`src/rtl/ift_pkg.sv`:
```
// Shared constants and types for the interpolating frequency table.
`default_nettype none
package ift_pkg;

    localparam int MAX_ROWS = 64;
    localparam int MAX_COLS = 16;
    localparam int ROW_W    = $clog2(MAX_ROWS) + 1;
    localparam int COL_W    = 4;
    localparam int NCOL_W   = 5;
    localparam int KEY_W    = 32;
    localparam int VAL_W    = 32;
    localparam int WGT_W    = 16;

    localparam logic [1:0] ST_OK     = 2'd0;
    localparam logic [1:0] ST_BADCOL = 2'd1;
    localparam logic [1:0] ST_FULL   = 2'd2;
    localparam logic [1:0] ST_EMPTY  = 2'd3;

    localparam logic MODE_SET = 1'b0;
    localparam logic MODE_GET = 1'b1;

    localparam logic [2:0] ADDR_NUM_COLS = 3'd0;
    localparam logic [2:0] ADDR_MIN_GAP  = 3'd4;

    typedef enum logic [1:0] {
        CMD_NONE,
        CMD_WRITE,
        CMD_INSERT
    } cmd_op_t;

    typedef struct packed {
        logic [KEY_W-1:0]                 key;
        logic [MAX_COLS-1:0][VAL_W-1:0]   vals;
    } row_t;

    // bracket found so far along the chain
    typedef struct packed {
        logic             lo_found;
        logic [KEY_W-1:0] lo_key;
        logic [VAL_W-1:0] lo_val;
        logic             hi_found;
        logic [KEY_W-1:0] hi_key;
        logic [VAL_W-1:0] hi_val;
    } carry_t;

    typedef struct packed {
        cmd_op_t          op;
        logic [KEY_W-1:0] key;
        logic [COL_W-1:0] col;
        logic [VAL_W-1:0] value;
    } cmd_t;

endpackage
`default_nettype wire

```
`src/rtl/ift_cell.sv`:
```
// One table row: key, column values, and its stage of the bracket chain.
`default_nettype none
module ift_cell (
    input  wire logic                 aclk,
    input  wire logic [ift_pkg::ROW_W-1:0] idx,
    input  wire logic [ift_pkg::ROW_W-1:0] row_count,
    input  wire ift_pkg::cmd_t        cmd,
    input  wire logic                 prev_lt,
    input  wire logic                 next_lt,
    output logic                      lt,
    input  wire ift_pkg::row_t        prev_row,
    output ift_pkg::row_t             row,
    input  wire ift_pkg::carry_t      carry_in,
    output ift_pkg::carry_t           carry_out
);
    import ift_pkg::*;

    row_t   row_reg;
    row_t   row_next;
    carry_t carry_reg;
    carry_t carry_next;
    logic   valid;
    logic   is_first;
    logic   own_lo;
    logic   own_hi;
    logic   shift;

    assign valid    = idx < row_count;
    assign is_first = (idx == '0);
    assign lt       = valid && (row_reg.key < cmd.key);
    assign own_lo   = lt && !next_lt;
    assign own_hi   = valid && !lt && (prev_lt || is_first);
    // insertion point and everything past it move up by one
    assign shift    = !is_first && !prev_lt;
    assign row      = row_reg;
    assign carry_out = carry_reg;

    always_comb begin
        carry_next = carry_in;
        if (own_lo) begin
            carry_next.lo_found = 1'b1;
            carry_next.lo_key   = row_reg.key;
            carry_next.lo_val   = row_reg.vals[cmd.col];
        end
        if (own_hi) begin
            carry_next.hi_found = 1'b1;
            carry_next.hi_key   = row_reg.key;
            carry_next.hi_val   = row_reg.vals[cmd.col];
        end
    end

    always_comb begin
        row_next = row_reg;
        unique case (cmd.op)
            CMD_WRITE: begin
                if (valid && row_reg.key == cmd.key) begin
                    row_next.vals[cmd.col] = cmd.value;
                end
            end
            CMD_INSERT: begin
                if (!lt && (prev_lt || is_first)) begin
                    row_next.key            = cmd.key;
                    row_next.vals           = '0;
                    row_next.vals[cmd.col]  = cmd.value;
                end else if (shift) begin
                    row_next = prev_row;
                end
            end
            default: ;
        endcase
    end

    always_ff @(posedge aclk) begin
        row_reg   <= row_next;
        carry_reg <= carry_next;
    end

endmodule
`default_nettype wire

```
`config.mk`:
```
export PLATFORM = sky130hd
export DESIGN_NAME = ift_cell
export DESIGN_NICKNAME = d
export VERILOG_FILES = /design/src/rtl/ift_pkg.sv /design/src/rtl/ift_cell.sv
export SDC_FILE = /design/constraint.sdc
export NUM_CORES = 2
export LEC_CHECK = 0
export CAP_MARGIN = 20
export CORE_AREA = 2 2 557 559
export DETAILED_ROUTE_END_ITERATION = 10
export DIE_AREA = 0 0 559 561
export DONT_BUFFER_PORTS = 1
export GPL_TIMING_DRIVEN = 1
export PLACE_DENSITY = 0.3
export REMOVE_ABC_BUFFERS = 1
export SETUP_SLACK_MARGIN = 0.1
export SLEW_MARGIN = 20
export SYNTH_ARGS = -nofsm -noshare
export SYNTH_HDL_FRONTEND = slang
export SYNTH_SLANG_ARGS = --single-unit
```
`constraint.sdc`:
```
create_clock -name aclk -period 4.45 [get_ports aclk]
set_clock_uncertainty 0.05 [all_clocks]
set_input_delay 0.2225 -clock aclk [delete_from_list [all_inputs] [get_ports aclk]]
set_output_delay 0.2225 -clock aclk [all_outputs]
set_load 0.1 [all_outputs]
```
## Word-level counts from Yosys, hierarchy flattened

Index checks and enable logic that the tools add are counted.

- Register bits after elaboration: 674
- Input port bits: 761
- Output and inout bits: 675
- Word-level logic and storage cells: 62

- Multiplexer cells: 11
- Bitwise operators: 1
- Reduce and logical (&&, ||, !) cells: 18
- Eq/ne operators: 5
- $lt $le $gt $ge: 4

Operators by type and width:

| kind | count |
|---|---|
| 544-bit two-way mux | 2 |
| 512-bit one-hot mux with 2 select lines | 1 |
| 512-bit AND | 1 |
| 512-bit bitwise mux | 1 |
| 512-bit two-way mux | 1 |
| 32-bit binary-select mux with 4-bit select | 1 |
| 32-bit demux with 4-bit select | 1 |
| 64-bit two-way mux | 2 |
| 32-bit two-way mux | 2 |
| 32-bit equality test | 1 |
| 32-bit < comparator | 1 |
| 1-bit logical AND | 8 |
| 7-bit logical NOT | 1 |
| 7-bit < comparator | 1 |
| 4-bit by 5-bit < comparator with 1-bit output, second input constant | 1 |
| 4-bit by 1-bit greater-or-equal comparator with 1-bit output, second input constant | 1 |
| 1-bit logical NOT | 4 |
| 2-bit nonzero test | 2 |
| 3-bit != test, second input constant | 1 |
| 3-bit AND reduction | 1 |
| 2-bit by 1-bit equality test with 1-bit output, second input constant | 1 |
| 2-bit equality test, second input constant | 1 |
| 2-bit != test, second input constant | 1 |
| 2-bit AND reduction | 1 |
| 1-bit logical OR | 1 |

## Longest topological paths before layout

- Depth after elaboration: 7
- Mapped depth: 12
- Gate-level depth less buffers: 8

## Least setup slack after synthesis

No wires, ideal clock.

- Path kind: reg2out
- From: reg row_reg (netlist bit row[541])
- To: out lt
- Data required time: 4.178 ns
- Data arrival time: 5.113 ns
- Buffers on the path: 3
- Stages on the path, launching flop included: 10
- Path slack: -0.936 ns
- Cells stage by stage: edfxtp_1 > ha_1 > and4_4 > and3_4 > a221o_1 > or3_4 > clkbuf_1 > buf_2 > clkbuf_1 > nor3_1

- Longest elaborated chain between the ends: 2

Ends and longest elaborated chain:

| what | RTL line | text |
|---|---|---|
| start: declaration | ift_cell.sv:18 | `row_t row_reg;` |
| start signal: assignment | ift_cell.sv:74 | `row_reg <= row_next;` |
| 32-bit < comparator | ift_cell.sv:30 | `assign lt = valid && (row_reg.key < cmd.key);` |
| 1-bit logical AND | ift_cell.sv:30 |  |
| end: declaration | ift_cell.sv:10 | `output logic lt,` |

No other way between the ends.

==> results.py <==
metrics = {
    "yosys": {
        "synth.top_cell.area_share_pct": 38.9,
        "netlist_top_cells_count": "899 x nand3_1, 544 x edfxtp_1, 452 x clkbuf_1",
        "seq_area_frac_synth_pct": 45.2,
        "ys.warnings.count": 0,
        "avgSynthCellArea_um2": 10.3,
        "synth-main-ff-cell": "edfxtp_1",
        "yosys-top-cells-area": "edfxtp_1 39%, nand3_1 11%, o41a_1 10%",
        "synth.largest_area_cell": "edfxtp_1",
        "synth-seq-cells": 674,
        "synth-edff-count": 544,
        "syn_inst": 4081,
        "yosysMostFrequentCell": "nand3_1",
        "ys_async_sr_fraction_pct": 0,
        "yosysUniqueCellTypes": 41,
        "synth_area_mm2": 0.0419,
    },
    "finish": {
        "largest_register_ffs": 544,
        "final_layout_size_suffix_gt1_share_pct": 17.1,
        "syn_to_final_growth_pct": 44.8,
        "finalNetCount": 5613,
        "regArea_mm2": 0.0189,
        "fillers": 33591,
        "multi_input_area_mm2": 0.0204,
    },
    "detailed_routing": {
        "wl_met3_um": 30500,
        "viasPerCell": 4.68,
        "vias": 42544,
        "dr.pass1.iters": 8,
        "drc": 0,
        "maxUsedRoutingLayer": "met5",
        "post_drt_wl_per_cell_um": 36.9,
        "ant_nets": 0,
        "drt-total-wl_um": 336000,
        "m1WireLength_um": 130000,
        "drt_iter0_markers": 4875,
        "dr_wl_met2_um": 159000,
    },
    "place": {
        "dpl.hpwl_um": 239000,
        "gp_congestion": 0.862,
        "port_buffers": 0,
        "preCtsSetupSlack_ns": 0.359,
    },
    "clock_network": {
        "insertion_delay_ns": 0.83,
        "cts_sinks": 674,
        "cts_tree": "done",
        "clk_path_buf_depth": 4,
        "cts_root_buffer": "clkbuf_16",
        "clk_pin_slew_ns": 0.06,
        "htree_levels": 3,
        "numCtsBuffers": 102,
    },
    "timing": {
        "fin_crit_ns": 4.39,
        "rsz0062_at_grt": "yes",
        "layout_setup_ws_ns": 0.0647,
        "whs_ns": 0.104,
        "fmax_mhz": 228,
        "setup_tns_ns": 0,
        "timing.final.crit_share_pct": 98.5,
        "maxSlewHeadroom_pct": 16.5,
        "worst_slew_pin_slew_ns": 1.25,
        "setup_viol_count_final": 0,
        "hold_violations": 0,
        "slew_viol_final": 0,
    },
    "critical_path": {
        "path_class": "flop to flop",
        "critical_path.max_fanout": 128,
        "critPathLaunchType": "flop",
        "crit_path_end_kind": "flop",
        "worstPathRequired_ns": 5.07,
        "reg2reg_from": "row[538]",
        "worstPathCellList": "ha_1, and3_1, and3_4, a221o_1, or3_4, buf_12, buf_12, o41a_1, o21ai_0, dlygate4sd3_1",
        "crit_slowest_cell": "dlygate4sd3_1",
        "worstRegToRegCells": 10,
        "r2r_end": "row[370]",
        "arrival_ns": 5.00,
        "ff2ff_setup_slack_ns": 0.06,
        "cp_slowest_stage_delay_ns": 0.57,
        "cpMostUsedCell": "buf_12",
    },
    "global_route": {
        "grt_max_degree": 187,
        "grt_pass1_wl_um": 432000,
        "grt_usage_pct": 20.4,
        "antenna_found_initial": 119,
        "first_global_vias": 41797,
        "grt_overflow": 0,
    },
    "worst_hold_path": {
        "min_path_type": "primary input to flop",
        "whs_endpoint": "carry_out[125]",
        "holdCritStartpoint": "next_lt",
        "hold_path_depth": 3,
    },
    "outcome": {
        "status": "finished clean",
    },
    "power_and_ir_drop": {
        "ir_worst_vdd_uv": 300,
        "p_leak_nw": 18.5,
        "power_density_mw_per_mm2": 369,
    },
    "die": {
        "initial_core_util_pct": 13.6,
        "io_pins": 1436,
        "fp.coreArea_mm2": 0.308,
        "core.rowCount": 204,
        "die_y_um": 561,
        "die_w_um": 559,
        "die-area_mm2": 0.314,
    },
    "job": {
        "cap_violations": 0,
    },
}
## stage by stage
stage                     cells  cell area (µm²)  util, %  power (W)
after detailed placement   7949            48400     15.7     0.0133
after global routing       9067            60700     19.7     0.0230
final                      9093            60700     19.7     0.0224
after floorplan            3513            39700        -     0.0118
after global placement     7933            48200     15.7     0.0133
after CTS                  9012            60500     19.7     0.0226
## logic make-up after synthesis
family / share of synthesized area [%]
AND/OR/NAND/NOR: 15.3
flip-flops: 45.2
adder cells (fa/ha/maj): 1.13
AO/OA/AOI/OAI: 18.1
multiplexers: 13.3
buffers and inverters: 6.96
## worst max-delay path: cells and delay by family, from the launching register on
kind	cells	cell delay (ns)
buffers and inverters	3	1.14
AOI/OAI and AO/OA	3	0.97
and+or+nand+nor	3	0.89
DFF	1	0.41
adders and majority gates	1	0.31
## routing by layer
layer | GRT usage (%) | vias up
met5 | 0 | -
met4 | 8.89 | 52
met3 | 6.44 | 557
met2 | 34.2 | 2577
met1 | 23.8 | 21920
li1 | - | 17438
## cell usage in the layout (no fill, tap or decap), types with 9 or more instances in the layout
cell,n
nand3_1,899
dlygate4sd3_1,876
edfxtp_1,544
nand2_1,399
o21ai_0,389
o41a_1,384
buf_4,234
inv_1,168
mux4_2,160
dfxtp_1,130
o32ai_1,128
mux2_2,111
clkbuf_16,107
diode_2,77
buf_12,74
mux2_4,49
ha_1,38
nor2_4,25
clkinv_2,21
clkbuf_1,20
nor2_1,18
clkbuf_8,16
a21oi_1,13
clkinv_1,11
nand2b_1,9
## worst max-delay path by stage
stage               startpoint  depth (start not counted)  slack (ns)            end
floorplan              cmd[68]                          4      -62.41       row[128]
global placement      row[523]                         10        0.33       row[109]
detailed placement    row[538]                         10        0.36       row[307]
CTS                   row[538]                          9        0.12             lt
global route          row[538]                         10         0.1  carry_out[12]
finish                row[538]                         10        0.06       row[370]
## power by group
group | leakage (nW) | total (W) | switching, W | internal (W)
clock network | 1.61 | 0.00823 | 0.00353 | 0.00469
registers | 5.75 | 0.00963 | 0.00239 | 0.00724
logic | 11.1 | 0.00452 | 0.00287 | 0.00165
## final cells by class
| type | instances | area share [%] |
|---|---|---|
| multi-input cells | 2671 | 33.6 |
| flip-flops and latches | 674 | 31.2 |
| repair buffers | 1197 | 20.0 |
| well taps | 4120 | 8.49 |
| clock buffers | 140 | 4.81 |
| inverters | 168 | 1.04 |
| clock inverters | 46 | 0.544 |
| diodes | 77 | 0.317 |
## what timing repair did
item / CTS / global route
hold buffers: 877 / 0
pin swaps: 0 / 2
endpoints found under the setup margin: 1 / 10
resized for setup: 3 / 1
setup buffers: 0 / 1
endpoints found under the hold margin: 688 / 0
gates cloned: 0 / 1
Note: power is estimated with default switching activity, not from simulation.
