[src/rtl/ift_pkg.sv]
// Shared constants and types for the interpolating frequency table.
`default_nettype none
package ift_pkg;

    localparam int MAX_ROWS = 64;
    localparam int MAX_COLS = 16;
    localparam int ROW_W    = $clog2(MAX_ROWS) + 1;
    localparam int COL_W    = 4;
    localparam int NCOL_W   = 5;
    localparam int KEY_W    = 32;
    localparam int VAL_W    = 32;
    localparam int WGT_W    = 16;

    localparam logic [1:0] ST_OK     = 2'd0;
    localparam logic [1:0] ST_BADCOL = 2'd1;
    localparam logic [1:0] ST_FULL   = 2'd2;
    localparam logic [1:0] ST_EMPTY  = 2'd3;

    localparam logic MODE_SET = 1'b0;
    localparam logic MODE_GET = 1'b1;

    localparam logic [2:0] ADDR_NUM_COLS = 3'd0;
    localparam logic [2:0] ADDR_MIN_GAP  = 3'd4;

    typedef enum logic [1:0] {
        CMD_NONE,
        CMD_WRITE,
        CMD_INSERT
    } cmd_op_t;

    typedef struct packed {
        logic [KEY_W-1:0]                 key;
        logic [MAX_COLS-1:0][VAL_W-1:0]   vals;
    } row_t;

    // bracket found so far along the chain
    typedef struct packed {
        logic             lo_found;
        logic [KEY_W-1:0] lo_key;
        logic [VAL_W-1:0] lo_val;
        logic             hi_found;
        logic [KEY_W-1:0] hi_key;
        logic [VAL_W-1:0] hi_val;
    } carry_t;

    typedef struct packed {
        cmd_op_t          op;
        logic [KEY_W-1:0] key;
        logic [COL_W-1:0] col;
        logic [VAL_W-1:0] value;
    } cmd_t;

endpackage
`default_nettype wire

[src/rtl/ift_div.sv]
// Restoring divider for the Q0.16 interpolation weight, one bit a cycle.
`default_nettype none
module ift_div (
    input  wire logic                      aclk,
    input  wire logic                      aresetn,
    input  wire logic                      start,
    input  wire logic [ift_pkg::KEY_W-1:0] num,
    input  wire logic [ift_pkg::KEY_W-1:0] den,
    output logic                           done,
    output logic [ift_pkg::WGT_W-1:0]      quot
);
    import ift_pkg::*;

    localparam int CNT_W = $clog2(WGT_W + 1);

    logic [KEY_W:0]   rem_reg;
    logic [KEY_W:0]   rem_next;
    logic [WGT_W-1:0] quot_reg;
    logic [CNT_W-1:0] cnt_reg;
    logic             busy_reg;
    logic [KEY_W:0]   shifted;
    logic             take;

    assign shifted  = {rem_reg[KEY_W-1:0], 1'b0};
    assign take     = shifted >= {1'b0, den};
    assign rem_next = take ? shifted - {1'b0, den} : shifted;
    assign done     = !busy_reg && (cnt_reg == CNT_W'(WGT_W));
    assign quot     = quot_reg;

    always_ff @(posedge aclk) begin
        if (!aresetn) begin
            busy_reg <= 1'b0;
            cnt_reg  <= '0;
        end else if (start) begin
            busy_reg <= 1'b1;
            cnt_reg  <= '0;
            rem_reg  <= {1'b0, num};
        end else if (busy_reg) begin
            rem_reg  <= rem_next;
            quot_reg <= {quot_reg[WGT_W-2:0], take};
            cnt_reg  <= cnt_reg + 1'b1;
            if (cnt_reg == CNT_W'(WGT_W - 1)) begin
                busy_reg <= 1'b0;
            end
        end
    end

endmodule
`default_nettype wire

[config.mk]
export PLATFORM = sky130hd
export DESIGN_NAME = ift_div
export DESIGN_NICKNAME = d
export VERILOG_FILES = /design/src/rtl/ift_pkg.sv /design/src/rtl/ift_div.sv
export SDC_FILE = /design/constraint.sdc
export NUM_CORES = 1
export LEC_CHECK = 0
export ABC_AREA = 1
export BUFFER_PORTS_ARGS = -buffer_cell sky130_fd_sc_hd__buf_2
export CORE_ASPECT_RATIO = 1.2
export CORE_MARGIN = 2
export CORE_UTILIZATION = 59
export CTS_CLUSTER_SIZE = 28
export DETAILED_ROUTE_END_ITERATION = 8
export PLACE_DENSITY = 0.83
export SLEW_MARGIN = 10
export SYNTH_ARGS = -nofsm -noshare
export SYNTH_HDL_FRONTEND = slang
export SYNTH_SLANG_ARGS = --single-unit
[constraint.sdc]
create_clock -name aclk -period 3.25 [get_ports aclk]
set_clock_uncertainty 0.15 [all_clocks]
set_input_delay 0.65 -clock aclk [delete_from_list [all_inputs] [get_ports aclk]]
set_output_delay 0.65 -clock aclk [all_outputs]
set_load 0.02 [all_outputs]
### Word level (Yosys, flattened, before mapping)

Index checks and enable logic that the tools add are counted.

| storage, ports and cells | value |
|---|---|
| bits in writable memories | 0 |
| bits in latches | 0 |
| memories kept | 0 |
| output and inout port bits | 17 |
| memory bits (read-only) | 0 |
| word-level logic and storage cells | 23 |
| register bits after elaboration | 54 |

| operators by class | value |
|---|---|
| bitwise gates (word level) | 2 |
| shifts and indexed selects | 0 |
| divide/modulo/power cells | 0 |
| muxes and demuxes | 6 |
| $mul | 0 |
| equality and inequality tests | 2 |
| add/sub/neg operators | 2 |
| order comparisons | 1 |
| reductions and logical operators | 6 |

Operator list:

| operator | count |
|---|---|
| 32-bit 2-to-1 mux | 3 |
| 33-bit by 32-bit >= comparator with 1-bit output | 1 |
| 32-bit subtractor | 1 |
| 5-bit by 1-bit adder with 5-bit output (second input constant) | 1 |
| 5-bit by 4-bit equality test with 1-bit output (second input constant) | 1 |
| 5-bit equality test (second input constant) | 1 |
| 1-bit 2-to-1 mux | 3 |
| 3-bit AND reduction | 1 |
| 1-bit inverter | 2 |
| 2-bit AND reduction | 1 |
| 2-bit nonzero test | 1 |
| 2-bit OR reduction | 1 |
| 1-bit logical AND | 1 |
| 1-bit logical NOT | 1 |

### Longest topological paths before layout

| logic depth | value |
|---|---|
| depth after elaboration | 4 |
| depth in mapped cells | 17 |
| mapped depth without buffers | 16 |

### Least setup slack after synthesis

OpenSTA, ideal clock, no wires.

| timing | value |
|---|---|
| path type | input to register |
| from | in den[29] (netlist bit) |
| to | reg rem_reg[27] (data pin) |
| data arrival time | 2119 ps |
| setup time | 252 ps |
| slack | 728 ps |
| cell stages on the path | 15 |
| path through | inv_1 ha_1 nand2_1 inv_1 nand2_2 inv_1 a21oi_1 nand2_1 nor2_4 buf_6 nand3_2 nand2_1 clkinv_1 nand2_1 nand2_1 |

| between the ends | value |
|---|---|
| word-level cells in the longest chain between the ends | 4 |

Ends and longest elaborated chain:

| element | line | source |
|---|---|---|
| start: declaration | ift_div.sv:8 | `input wire logic [ift_pkg::KEY_W-1:0] den,` |
| 33-bit by 32-bit >= comparator with 1-bit output | ift_div.sv:25 | `assign take = shifted >= {1'b0, den};` |
| 32-bit 2-to-1 mux | ift_div.sv:26 | `assign rem_next = take ? shifted - {1'b0, den} : shifted;` |
| 32-bit 2-to-1 mux | ift_div.sv:38 | `end else if (busy_reg) begin` |
| 32-bit 2-to-1 mux | ift_div.sv:34 | `end else if (start) begin` |
| end signal: assignment | ift_div.sv:37 | `rem_reg <= {1'b0, num};` |
| end signal: assignment | ift_div.sv:39 | `rem_reg <= rem_next;` |
| end: declaration | ift_div.sv:16 | `logic [KEY_W:0] rem_reg;` |

Every way passes these cells. The select of a mux whose other input is x is not followed.
A chain may end at the register's enable or synchronous reset.

### Worst setup path in the final report

| timing | value |
|---|---|
| from | in den[8] (netlist bit) |
| to | reg rem_reg[25] (data pin) |

| between the ends | value |
|---|---|
| word-level cells in the longest chain between the ends | 4 |
| elaborated cells between the ends (all ways) | 5 |
| classes of those cells | add/sub: 1; order compare: 1; mux: 3 |

Ends and longest elaborated chain:

| element | line |
|---|---|
| 32-bit subtractor / 33-bit by 32-bit >= comparator with 1-bit output (equally long branches) | ift_div.sv:26, ift_div.sv:25 |
| 32-bit 2-to-1 mux (*) | ift_div.sv:26 |
| 32-bit 2-to-1 mux (*) | ift_div.sv:38 |
| 32-bit 2-to-1 mux (*) | ift_div.sv:34 |

Mark *: on every way between the ends. The rest lies on a longest branch, timed or not. The select of a mux whose other input is x is not followed.

==> impl_results.md <==
- Status: finished clean
- Worst R2R Path Depth: 16
- # DRC: 0
- Overflow after GRT: 0
- Minimum clock period: 2.69 ns
- Antenna diodes: 0
- Iteration-0 DRC count of the detailed router: 326
- PD cells: 361 nW/um^2
- Clock tree buffer depth: 2
- Detailed Route WL: 13,200 microns
- CP Launch Type: primary input
- Max FO, Critical Path: 18
- Place WS: 0.226 ns
- FF-to-FF End: rem_reg[25]
- Core area: 8940 sq um
- CTS root buffer: clkbuf_8
- DR vias: 5,230
- Syn Inst Count: 837
- Critical path type: in -> reg
- RD Place Congestion: 1.01
- CTS tree: done
- Vias in the first global route: 4,881
- Max-slew violations: 0
- Top Ports: 84
- Top FF cell, synth: edfxtp_1
- EDFF count, synth: 48
- Total negative slack: 0 ns
- Die ar.: 9820 sq um
- Worst rel slew slack: 0.619
- Met1 usage: 0.342
- Die span in y: 108 microns
- Post_cts resized: 0
- Post-Layout Cell Count: 1,041
- CP Launch Point: den[8]
- Hold_buf cts: 0
- FF+latch count, synth: 54
- Worst vdd ir: 0.233 mV
- Setup slack after layout: 0.559 ns
- Setup Viol. Count Final: 0
- Mean post-synth cell area: 6.37 sq um
- Rows: 38
- Netlist cell types: 36
- Grt met2 use: 0.499
- RSZ-0062 raised after global routing: no
- CTS buffer count: 5
- Die W: 90.8 microns
- Arr. time, crit path: 2.64 ns
- First-pass GRT wire length: 21,800 microns
- Mapped cell area: 5330 sq um
- Worst skew pair latency: 0.33 ns
- Max Cap Violations: 0
- Final Hold Vio Count: 0
- Clock sinks: 54
- Drt first pass iters: 8
- Commonest non-fill, non-tap cell in the layout: nand2_1
- DR WL/cell: 12.6 microns
- Area grow syn2layout: 11.5%
- Leak Pwr: 3.35 nW
- Worst Tran Pin Value: 0.568 ns
- Placed instance count: 1,033
- Vias per Instance: 5.02
- Synth warn: 0
- Syn nets: 940
- Max FFs per register: 32
- Data required time at the worst endpoint: 3.20 ns
- Reg2Reg Setup Slack: 0.59 ns
- Initial antenna violation count: 0
- Fillers: 899
- Seq/Total Area, Yosys: 0.293
- IO buf count: 83
- Worst Hold Class: reg -> reg
- Crit. End Element: flip-flop
- Setup bufs post-CTS: 0
- Critical Path Sink: rem_reg[25]
- CTS clk-pin slew, worst paths: 0.11 ns
- Crit Reg-Reg Startpoint: rem_reg[7]
- GRT met3 Usage: 0.0265
- Htree depth: 2
- Post-synth ARST share: 0
- Largest net degree at the start of global routing: 34
- Most frequent cells in the layout: nand2_1 (330), inv_1 (170), buf_2 (83)
- Share of layout cells above drive strength 1: 0.131
- FMAX: 372 MHz
- Gr usage total: 0.274
- Starting density of the core: 0.597
- GRT Max-Usage Layer: met2
- Nets: 1,023
- Final Cycle Share: 0.828
- DP HPWL: 10,400 microns
- Post-DRT Antenna Nets: 0
==> cell usage after synthesis, types with 2 or more instances <==
library cell / instances / area (sq um)
nand2_1: 330 / 1240
inv_1: 170 / 638
nand3_1: 68 / 340
edfxtp_1: 48 / 1440
nor2_1: 43 / 161
ha_1: 35 / 438
nand3b_1: 25 / 188
a21oi_1: 19 / 95.1
xnor2_1: 13 / 114
nand4_1: 10 / 62.6
nor3_1: 8 / 40.0
dfxtp_1: 6 / 120
and2_1: 5 / 31.3
buf_2: 5 / 25.0
buf_6: 5 / 56.3
clkbuf_1: 5 / 18.8
nand2_2: 5 / 31.3
nand3_2: 5 / 50.1
clkinv_1: 3 / 11.3
nor2_2: 3 / 18.8
o21a_1: 3 / 22.5
o21ai_0: 3 / 15.0
o21bai_1: 3 / 22.5
or2_2: 3 / 18.8
nor2_4: 2 / 22.5
nor4_1: 2 / 12.5
==> stage by stage <==
step | hold slack [ns] | utilization | instance area, sq um | power (W)
after detailed placement | 0.280 | 0.656 | 5860 | 0.00174
after CTS | 0.306 | 0.665 | 5950 | 0.00215
after global routing | 0.316 | 0.665 | 5950 | 0.00231
after floorplan | 0.316 | - | 5330 | 0.00153
final | 0.302 | 0.665 | 5950 | 0.00215
after global placement | 0.273 | 0.656 | 5860 | 0.00173
==> layer usage <==
metal	vias up	part of all wire
li1	2751	-
met1	2334	0.44
met3	25	0.045
met2	120	0.49
met4	0	0.023
met5	-	0
==> power breakdown <==
part	switching (W)	internal, W	total (W)
Clock	0.000257	0.000153	0.000410
Sequential	0.0000238	0.000817	0.000841
Combinational	0.000562	0.000333	0.000895
Total	0.000843	0.00130	0.00215
==> worst max-delay path, stage by stage <==
cell and delay [ns]:
buf_2 0.07, inv_1 0.04, ha_1 0.34, nand2_1 0.14, inv_1 0.05, nand2_1 0.06
nand2_1 0.06, inv_1 0.07, nand3_2 0.15, nand2_1 0.12, nand2_1 0.11, nand2_2 0.15
buf_4 0.28, nand3_1 0.11, nand2_1 0.07, inv_1 0.05, nand2_1 0.05, nand2_1 0.04
==> worst min-delay path by stage <==
stage / to / from / cells after the start / slack (ns)
floorplan: cnt_reg[4] / cnt_reg[4] / 2 / 0.32
global placement: quot[10] / quot[9] / 0 / 0.27
detailed placement: quot[5] / quot[4] / 0 / 0.28
CTS: quot[5] / quot[4] / 0 / 0.31
global route: quot[5] / quot[4] / 0 / 0.32
finish: quot[4] / quot[3] / 0 / 0.30
==> kinds of logic after synthesis <==
group / count (synthesis) / share of synthesized area
and+or+nand+nor: 511 / 0.421
buffers and inverters: 190 / 0.143
DFF: 54 / 0.293
adders and majority gates: 36 / 0.0859
AOI/OAI and AO/OA: 32 / 0.0347
xor gates and xnor gates: 14 / 0.0230
==> area by class of cell <==
class | instances | area (sq um) | share of cell area
repair buffers | 92 | 483 | 0.0812
clock inverters | 3 | 20.0 | 0.00337
clock buffers | 5 | 68.8 | 0.0116
multi-input cells | 593 | 3010 | 0.506
flip-flops and latches | 54 | 1560 | 0.263
well taps | 120 | 150 | 0.0252
inverters | 174 | 653 | 0.110
(Power assumes the default switching activity.)
